===== config.mk =====
export PLATFORM = sky130hd
export DESIGN_NAME = iirfb_ctrl
export DESIGN_NICKNAME = d
export VERILOG_FILES = /design/src/iirfb_pkg.sv /design/src/iirfb_ctrl.sv
export SDC_FILE = /design/constraint.sdc
export NUM_CORES = 1
export LEC_CHECK = 0
export BUFFER_PORTS_ARGS = -buffer_cell sky130_fd_sc_hd__buf_2
export CAP_MARGIN = 15
export CORE_MARGIN = 2
export CORE_UTILIZATION = 46
export CTS_CLUSTER_SIZE = 28
export DETAILED_ROUTE_END_ITERATION = 6
export GPL_TIMING_DRIVEN = 0
export PLACE_DENSITY = 0.71
export SYNTH_ARGS = -nofsm -noshare
export SYNTH_HDL_FRONTEND = slang
export SYNTH_SLANG_ARGS = --single-unit

===== constraint.sdc =====
create_clock -name clk -period 4.5 [get_ports clk]
set_clock_uncertainty 0.15 [all_clocks]
set_input_delay 0.9 -clock clk [delete_from_list [all_inputs] [get_ports clk]]
set_output_delay 0.9 -clock clk [all_outputs]
set_load 0.01 [all_outputs]

===== src/iirfb_pkg.sv =====
// Shared types and constants for the IIR filter bank with summed output.
// No dependencies; every other file of the block imports this package.
package iirfb_pkg;

    localparam int SAMPLE_W   = 32;
    localparam int COEFF_W    = 32;
    localparam int OP_W       = 2;
    localparam int FIDX_W     = 3;
    localparam int TIDX_W     = 4;
    localparam int FCFG_W     = 4;
    localparam int TCFG_W     = 5;
    localparam int CFG_DATA_W = 5;
    localparam int CFG_IDX_W  = 1;

    // request operations; the fourth code is ignored
    localparam logic [OP_W-1:0] OP_FILTER = 2'd0;
    localparam logic [OP_W-1:0] OP_LOAD   = 2'd1;
    localparam logic [OP_W-1:0] OP_CLEAR  = 2'd2;

    // configuration register indexes
    localparam logic [CFG_IDX_W-1:0] REG_FILTERS_IN_USE = 1'b0;
    localparam logic [CFG_IDX_W-1:0] REG_TERMS_IN_USE   = 1'b1;

    localparam logic [TCFG_W-1:0] TERMS_RESET = 5'd16;

    localparam logic signed [SAMPLE_W-1:0] SAT_MAX = 32'sh7fff_ffff;
    localparam logic signed [SAMPLE_W-1:0] SAT_MIN = 32'sh8000_0000;

    typedef struct packed {
        logic [OP_W-1:0]            operation;
        logic signed [SAMPLE_W-1:0] sample;
        logic [FIDX_W-1:0]          filter_index;
        logic [TIDX_W-1:0]          term_index;
        logic signed [COEFF_W-1:0]  numerator_coeff;
        logic signed [COEFF_W-1:0]  denominator_coeff;
    } req_t;

    typedef struct packed {
        logic signed [SAMPLE_W-1:0] filtered_sum;
        logic                       saturated;
    } res_t;

    typedef enum logic [2:0] {
        ST_INIT,
        ST_IDLE,
        ST_CLEAR,
        ST_RUN,
        ST_DRAIN,
        ST_DONE
    } state_t;

    typedef struct packed {
        logic x_we;
        logic sample_we;
        logic coef_we;
        logic load_we;
        logic hist_clear;
        logic start;
        logic issue;
        logic first;
        logic last;
        logic finish;
    } ctrl_cmd_t;

    typedef struct packed {
        logic busy;
        logic out_free;
    } ctrl_status_t;

endpackage


===== src/iirfb_ctrl.sv =====
// Sequencer of the filter bank: configuration registers, history position,
// memory sweeps and the term/filter issue loop. Depends on iirfb_pkg.
module iirfb_ctrl
    import iirfb_pkg::*;
#(
    parameter int MAX_FILTERS = 8,
    parameter int MAX_TERMS   = 16,
    localparam int DEPTH      = MAX_FILTERS * MAX_TERMS,
    localparam int ADDR_W     = $clog2(DEPTH),
    localparam int POS_W      = $clog2(MAX_TERMS)
)
(
    input  logic                  clk,
    input  logic                  rst_n,
    input  logic                  cfg_write,
    input  logic [CFG_IDX_W-1:0]  cfg_index,
    input  logic [CFG_DATA_W-1:0] cfg_data,
    input  logic                  in_valid,
    output logic                  in_ready,
    input  logic [OP_W-1:0]       operation,
    input  logic [FIDX_W-1:0]     filter_index,
    input  logic [TIDX_W-1:0]     term_index,
    input  ctrl_status_t          status,
    output ctrl_cmd_t             cmd,
    output logic [ADDR_W-1:0]     sweep_addr,
    output logic [POS_W-1:0]      x_waddr,
    output logic [POS_W-1:0]      x_raddr,
    output logic [ADDR_W-1:0]     coef_waddr,
    output logic [ADDR_W-1:0]     coef_raddr,
    output logic [ADDR_W-1:0]     hist_raddr,
    output logic [ADDR_W-1:0]     wb_addr
);

    localparam int TCNT_W = $clog2(MAX_TERMS + 1);
    localparam int FCNT_W = $clog2(MAX_FILTERS + 1);

    state_t              state_reg, state_next;
    logic [FCFG_W-1:0]   filters_reg;
    logic [TCFG_W-1:0]   terms_reg;
    logic [POS_W-1:0]    pos_reg, pos_next;
    logic [POS_W-1:0]    slot_reg, slot_next;
    logic [POS_W-1:0]    term_reg, term_next;
    logic [ADDR_W-1:0]   base_reg, base_next;
    logic [FCNT_W-1:0]   filt_reg, filt_next;
    logic [ADDR_W-1:0]   sweep_reg, sweep_next;

    logic [TCNT_W-1:0]   nt;
    logic [FCNT_W-1:0]   nf;
    logic [POS_W-1:0]    pos_step;
    logic [POS_W-1:0]    slot_wrap;
    logic                accept;
    logic                sweeping;
    logic                sweep_last;
    logic                term_last;
    logic                filt_last;
    logic                load_ok;

    // configuration registers
    always_ff @(posedge clk or negedge rst_n)
    begin
        if (!rst_n)
        begin
            filters_reg <= '0;
            terms_reg   <= TERMS_RESET;
        end
        else if (cfg_write)
        begin
            unique case (cfg_index)
                REG_FILTERS_IN_USE: filters_reg <= cfg_data[FCFG_W-1:0];
                REG_TERMS_IN_USE:   terms_reg   <= cfg_data[TCFG_W-1:0];
            endcase
        end
    end

    // clamp the counts to what the storage holds
    always_comb
    begin
        if (terms_reg == '0)
            nt = TCNT_W'(1);
        else if (int'(terms_reg) > MAX_TERMS)
            nt = TCNT_W'(MAX_TERMS);
        else
            nt = TCNT_W'(terms_reg);

        if (int'(filters_reg) > MAX_FILTERS)
            nf = FCNT_W'(MAX_FILTERS);
        else
            nf = FCNT_W'(filters_reg);
    end

    assign accept     = in_valid && (state_reg == ST_IDLE);
    assign sweeping   = (state_reg == ST_INIT) || (state_reg == ST_CLEAR);
    assign sweep_last = (sweep_reg == ADDR_W'(DEPTH - 1));
    assign term_last  = ((TCNT_W'(term_reg) + 1'b1) == nt);
    assign filt_last  = ((filt_reg + 1'b1) == nf);
    assign load_ok    = (int'(filter_index) < MAX_FILTERS) && (int'(term_index) < MAX_TERMS);

    // position moves down by one and wraps to the top of the active window
    assign pos_step  = ((pos_reg == '0) || (TCNT_W'(pos_reg) >= nt))
                       ? POS_W'(nt - 1'b1) : pos_reg - 1'b1;
    assign slot_wrap = ((TCNT_W'(slot_reg) + 1'b1) == nt) ? '0 : slot_reg + 1'b1;

    // next state
    always_comb
    begin
        state_next = state_reg;
        unique case (state_reg)
            ST_INIT:
            begin
                if (sweep_last)
                    state_next = ST_IDLE;
            end
            ST_IDLE:
            begin
                if (accept)
                begin
                    unique case (operation)
                        OP_FILTER: state_next = (nf == '0) ? ST_DONE : ST_RUN;
                        OP_CLEAR:  state_next = ST_CLEAR;
                        default:   state_next = ST_IDLE;
                    endcase
                end
            end
            ST_CLEAR:
            begin
                if (sweep_last)
                    state_next = ST_IDLE;
            end
            ST_RUN:
            begin
                if (term_last && filt_last)
                    state_next = ST_DRAIN;
            end
            ST_DRAIN:
            begin
                if (!status.busy)
                    state_next = ST_DONE;
            end
            ST_DONE:
            begin
                if (status.out_free)
                    state_next = ST_IDLE;
            end
        endcase
    end

    // counters
    always_comb
    begin
        pos_next   = pos_reg;
        slot_next  = slot_reg;
        term_next  = term_reg;
        base_next  = base_reg;
        filt_next  = filt_reg;
        sweep_next = sweep_reg;

        if (sweeping)
            sweep_next = sweep_last ? '0 : sweep_reg + 1'b1;

        if (accept && (operation == OP_CLEAR))
            pos_next = '0;

        if (accept && (operation == OP_FILTER))
        begin
            pos_next  = pos_step;
            slot_next = pos_step;
            term_next = '0;
            base_next = '0;
            filt_next = '0;
        end

        if (state_reg == ST_RUN)
        begin
            if (term_last)
            begin
                term_next = '0;
                slot_next = pos_reg;
                base_next = base_reg + ADDR_W'(MAX_TERMS);
                filt_next = filt_reg + 1'b1;
            end
            else
            begin
                term_next = term_reg + 1'b1;
                slot_next = slot_wrap;
            end
        end
    end

    always_ff @(posedge clk or negedge rst_n)
    begin
        if (!rst_n)
        begin
            state_reg <= ST_INIT;
            pos_reg   <= '0;
            slot_reg  <= '0;
            term_reg  <= '0;
            base_reg  <= '0;
            filt_reg  <= '0;
            sweep_reg <= '0;
        end
        else
        begin
            state_reg <= state_next;
            pos_reg   <= pos_next;
            slot_reg  <= slot_next;
            term_reg  <= term_next;
            base_reg  <= base_next;
            filt_reg  <= filt_next;
            sweep_reg <= sweep_next;
        end
    end

    // outputs
    always_comb
    begin
        in_ready = (state_reg == ST_IDLE);

        cmd            = '0;
        cmd.x_we       = (sweeping && (int'(sweep_reg) < MAX_TERMS))
                         || (accept && (operation == OP_FILTER));
        cmd.sample_we  = accept && (operation == OP_FILTER);
        cmd.coef_we    = (state_reg == ST_INIT)
                         || (accept && (operation == OP_LOAD) && load_ok);
        cmd.load_we    = accept && (operation == OP_LOAD) && load_ok;
        cmd.hist_clear = sweeping;
        cmd.start      = accept && (operation == OP_FILTER);
        cmd.issue      = (state_reg == ST_RUN);
        cmd.first      = (term_reg == '0);
        cmd.last       = term_last;
        cmd.finish     = (state_reg == ST_DONE) && status.out_free;

        sweep_addr = sweep_reg;
        x_waddr    = sweeping ? sweep_reg[POS_W-1:0] : pos_step;
        x_raddr    = slot_reg;
        coef_waddr = (state_reg == ST_INIT) ? sweep_reg
                     : ADDR_W'(int'(filter_index) * MAX_TERMS + int'(term_index));
        coef_raddr = base_reg + ADDR_W'(term_reg);
        hist_raddr = base_reg + ADDR_W'(slot_reg);
        wb_addr    = base_reg + ADDR_W'(pos_reg);
    end

    a_slot_in_window: assert property (@(posedge clk) disable iff (!rst_n)
        (state_reg == ST_RUN) |-> (TCNT_W'(slot_reg) < nt))
        else $error("history slot left the active window");

    a_filter_in_range: assert property (@(posedge clk) disable iff (!rst_n)
        (state_reg == ST_RUN) |-> (filt_reg < nf))
        else $error("filter counter passed the filter count");

    a_done_after_drain: assert property (@(posedge clk) disable iff (!rst_n)
        (state_reg == ST_DONE) |-> !status.busy)
        else $error("sum taken while terms still in flight");

endmodule


==> impl_metrics.json <==
{
  "outcome": "finished clean",
  "combPwrFrac_pct": 64.2,
  "die_w_um": 88.3,
  "clockBufferDepth": 2,
  "synth_cells": 354,
  "power_frac_seq_pct": 26.6,
  "r2r_start": "terms_reg[4]$_DFFE_PN1P_",
  "path_class": "reg2out",
  "crit_path_end_kind": "primary output",
  "die_area_sq_um": 7800,
  "slew_headroom_pct": 36.0,
  "die_y_um": 88.3,
  "final_layout_size_suffix_gt1_share_pct": 30.1,
  "synth-seq-cells": 42,
  "syn-num-nets": 401,
  "cts.sinks": 42,
  "hold_viol_final": 0,
  "portBuffers": 74,
  "fin_util_pct": 57.7,
  "cts_made_buffers": 5,
  "clkTransAtPathRegs_ns": 0.07,
  "cts_tree": "built",
  "p_sw_w": 0.00119,
  "reg2reg_slack_ns": 1.32,
  "antenna_cells": 0,
  "synth-seq-area-share_pct": 32.2,
  "path_max_fanout": 10,
  "final_net_count": 484,
  "required_ns": 3.45,
  "yosysWarnings": 0,
  "root_buffer": "clkbuf_8",
  "switching_share_pct": 46.4,
  "insertion_delay_ns": 0.30,
  "synth_flop_cell": "dfrtp_1",
  "r2r-end": "pos_reg[2]$_DFFE_PN0P_",
  "vias": 2899,
  "rr_worst_depth": 13,
  "synth-edff-count": 0,
  "drtIter0Drc": 191,
  "drtPass1Iterations": 5,
  "dp_hpwl_um": 6020,
  "rows": 30,
  "whs_path_depth": 2,
  "crit_arrival_ns": 3.31,
  "synthArstFlopShare_pct": 100,
  "period_share_pct": 96.8,
  "max_cap_viol_count": 0,
  "fp.coreArea_sq_um": 6830,
  "p_int_w": 0.00138,
  "grt_max_degree": 43,
  "drt-wirelength-per-cell_um": 15.0,
  "cts_htree_levels": 2,
  "slew_violations": 0,
  "gr-total-overflow": 0,
  "ys_types": 61,
  "place_ws_ns": -0.0676,
  "period_needed_ns": 4.36,
  "fmax_ghz": 0.230,
  "antenna_found_initial": 0,
  "grt_pass1_wl_um": 13100,
  "grt_pass1_vias": 2710,
  "hp-start": "filt_reg[3]$_DFF_PN0_",
  "min_to": "filt_reg[3]$_DFF_PN0_",
  "cts_hold_buf": 0,
  "gp_congestion": 0.878,
  "syn-mean-instance-area_sq_um": 9.24,
  "worst_pin_slew_ns": 0.952,
  "detail-route-antenna-nets": 0,
  "start_kind": "register",
  "drt-vias-per-instance": 5.43,
  "post-route-drc-count": 0,
  "clkPwrFrac_pct": 9.2,
  "initial_core_util_pct": 47.9,
  "power.density_nw_per_um2": 651,
  "syn_to_final_growth_pct": 20.6,
  "setup-violations-final": 0,
  "setup_slack_ns": 0.144,
  "p_total_w": 0.00257,
  "grt_usage_pct": 21.2,
  "syn_area_sq_um": 3270,
  "routed_wl_um": 8020,
  "ir_drop_mv": 0.269,
  "min_path_type": "reg2reg",
  "p_leak_nw": 1.92,
  "top_level_ports": 75
}
-- cell type report --
| cell class | instances | area (sq um) |
|---|---|---|
| well taps | 96 | 120 |
| inverters | 25 | 93.8 |
| multi-input cells | 270 | 2100 |
| plain buffers | 17 | 113 |
| repair buffers | 76 | 385 |
| flip-flops and latches | 42 | 1050 |
| clock inverters | 2 | 10.0 |
| fillers | 619 | 2890 |
| clock buffers | 6 | 72.6 |
-- cell families after synthesis --
group / after synthesis / share of synthesized area [%]
AO/OA/AOI/OAI: 76 / 16.0
XOR/XNOR: 35 / 9.79
adder cells (fa/ha/maj): 26 / 10.6
buffers and inverters: 42 / 6.12
flip-flops: 42 / 32.2
multiplexers: 23 / 7.80
AND/OR/NAND/NOR: 110 / 17.5
-- power by group through the flow --
stage | Clock (W) | Sequential (W) | Combinational (W)
2_1_floorplan | 0 | 0.000651 | 0.00108
3_3_place_gp | 0 | 0.000675 | 0.00150
3_5_place_dp | 0 | 0.000681 | 0.00153
4_1_cts | 0.000243 | 0.000676 | 0.00158
5_1_grt | 0.000255 | 0.000705 | 0.00184
6_report | 0.000237 | 0.000682 | 0.00165
-- critical path, cell delays in order, from the launching register on --
cell and delay (ns):
dfstp_2 0.54, buf_6 0.13, o21bai_4 0.13, inv_2 0.07, ha_1 0.27, nand2b_4 0.16
a2111oi_4 0.44, o21bai_4 0.18, mux2_4 0.35, ha_4 0.18, xor2_1 0.17, mux2_2 0.26
buf_2 0.14
-- repair_timing --
action                     4_1_cts  5_1_grt
buffers inserted                 0        2
cloned                           0        0
gates resized for setup          6       12
pin swaps                        2        2
setup endpoints to repair        2        1
-- layout by cell type (no fill, tap or decap), drive strengths merged, types with 3 or more instances in the layout --
cell / netlist / layout
nor2: 19 / 19
a21o: 4 / 4
nor3: 12 / 12
inv: 25 / 25
buf: 11 / 87
o31ai: 3 / 3
nand2b: 9 / 9
nand2: 29 / 29
or2: 4 / 4
dfrtp: 41 / 41
nand3: 12 / 12
o21a: 4 / 4
mux2: 20 / 20
xor2: 14 / 14
o21ai: 22 / 22
clkbuf: 6 / 12
mux2i: 3 / 3
and3: 3 / 3
xnor2: 20 / 20
a31oi: 3 / 3
o221ai: 4 / 4
and2: 3 / 3
a22oi: 3 / 3
or3: 3 / 3
o21bai: 3 / 3
a21oi: 14 / 14
fa: 3 / 3
nor2b: 8 / 8
ha: 23 / 23
-- through the flow --
stage	instance area (sq um)	setup TNS [ns]	cells	hold slack, ns
after global placement	3760	0	524	0.367
final	3950	0	534	0.393
after global routing	3950	-0.00587	534	0.424
after CTS	3880	0	532	0.395
after detailed placement	3760	-0.0676	524	0.374
after floorplan	3270	0	354	0.346
-- metal layers --
metal | vias up | part of all wire, % | wire [um] | track usage (%)
met3 | 11 | 4.4 | 354 | 2.80
met5 | - | 0 | 0 | 0
li1 | 1415 | - | - | -
met1 | 1391 | 45 | 3600 | 29.3
met2 | 82 | 49 | 3950 | 35.3
met4 | 0 | 1.5 | 123 | 5.65
-- synth_stat cells, drive strengths merged (11+ instances only) --
| master | instances | area (sq um) |
|---|---|---|
| dfrtp | 41 | 1030 |
| xnor2 | 20 | 175 |
| o21ai | 22 | 110 |
| a21oi | 14 | 73.8 |
| xor2 | 14 | 123 |
| inv | 25 | 93.8 |
| buf | 11 | 83.8 |
| nor2 | 19 | 71.3 |
| nand3 | 12 | 60.1 |
| nor3 | 12 | 60.1 |
| nand2 | 29 | 109 |
| mux2 | 20 | 225 |
| ha | 23 | 288 |
-- worst max-delay path by stage --
stage / startpoint / to / cells past startpoint
4_1_cts: terms_reg[4]$_DFFE_PN1P_ / x_waddr[2] / 12
2_1_floorplan: terms_reg[4]$_DFFE_PN1P_ / x_waddr[2] / 11
6_report: terms_reg[4]$_DFFE_PN1P_ / x_waddr[2] / 12
3_5_place_dp: terms_reg[4]$_DFFE_PN1P_ / x_waddr[2] / 12
5_1_grt: terms_reg[1]$_DFFE_PN0P_ / x_waddr[2] / 12
3_3_place_gp: terms_reg[4]$_DFFE_PN1P_ / x_waddr[2] / 12
(Power assumes the default switching activity.)
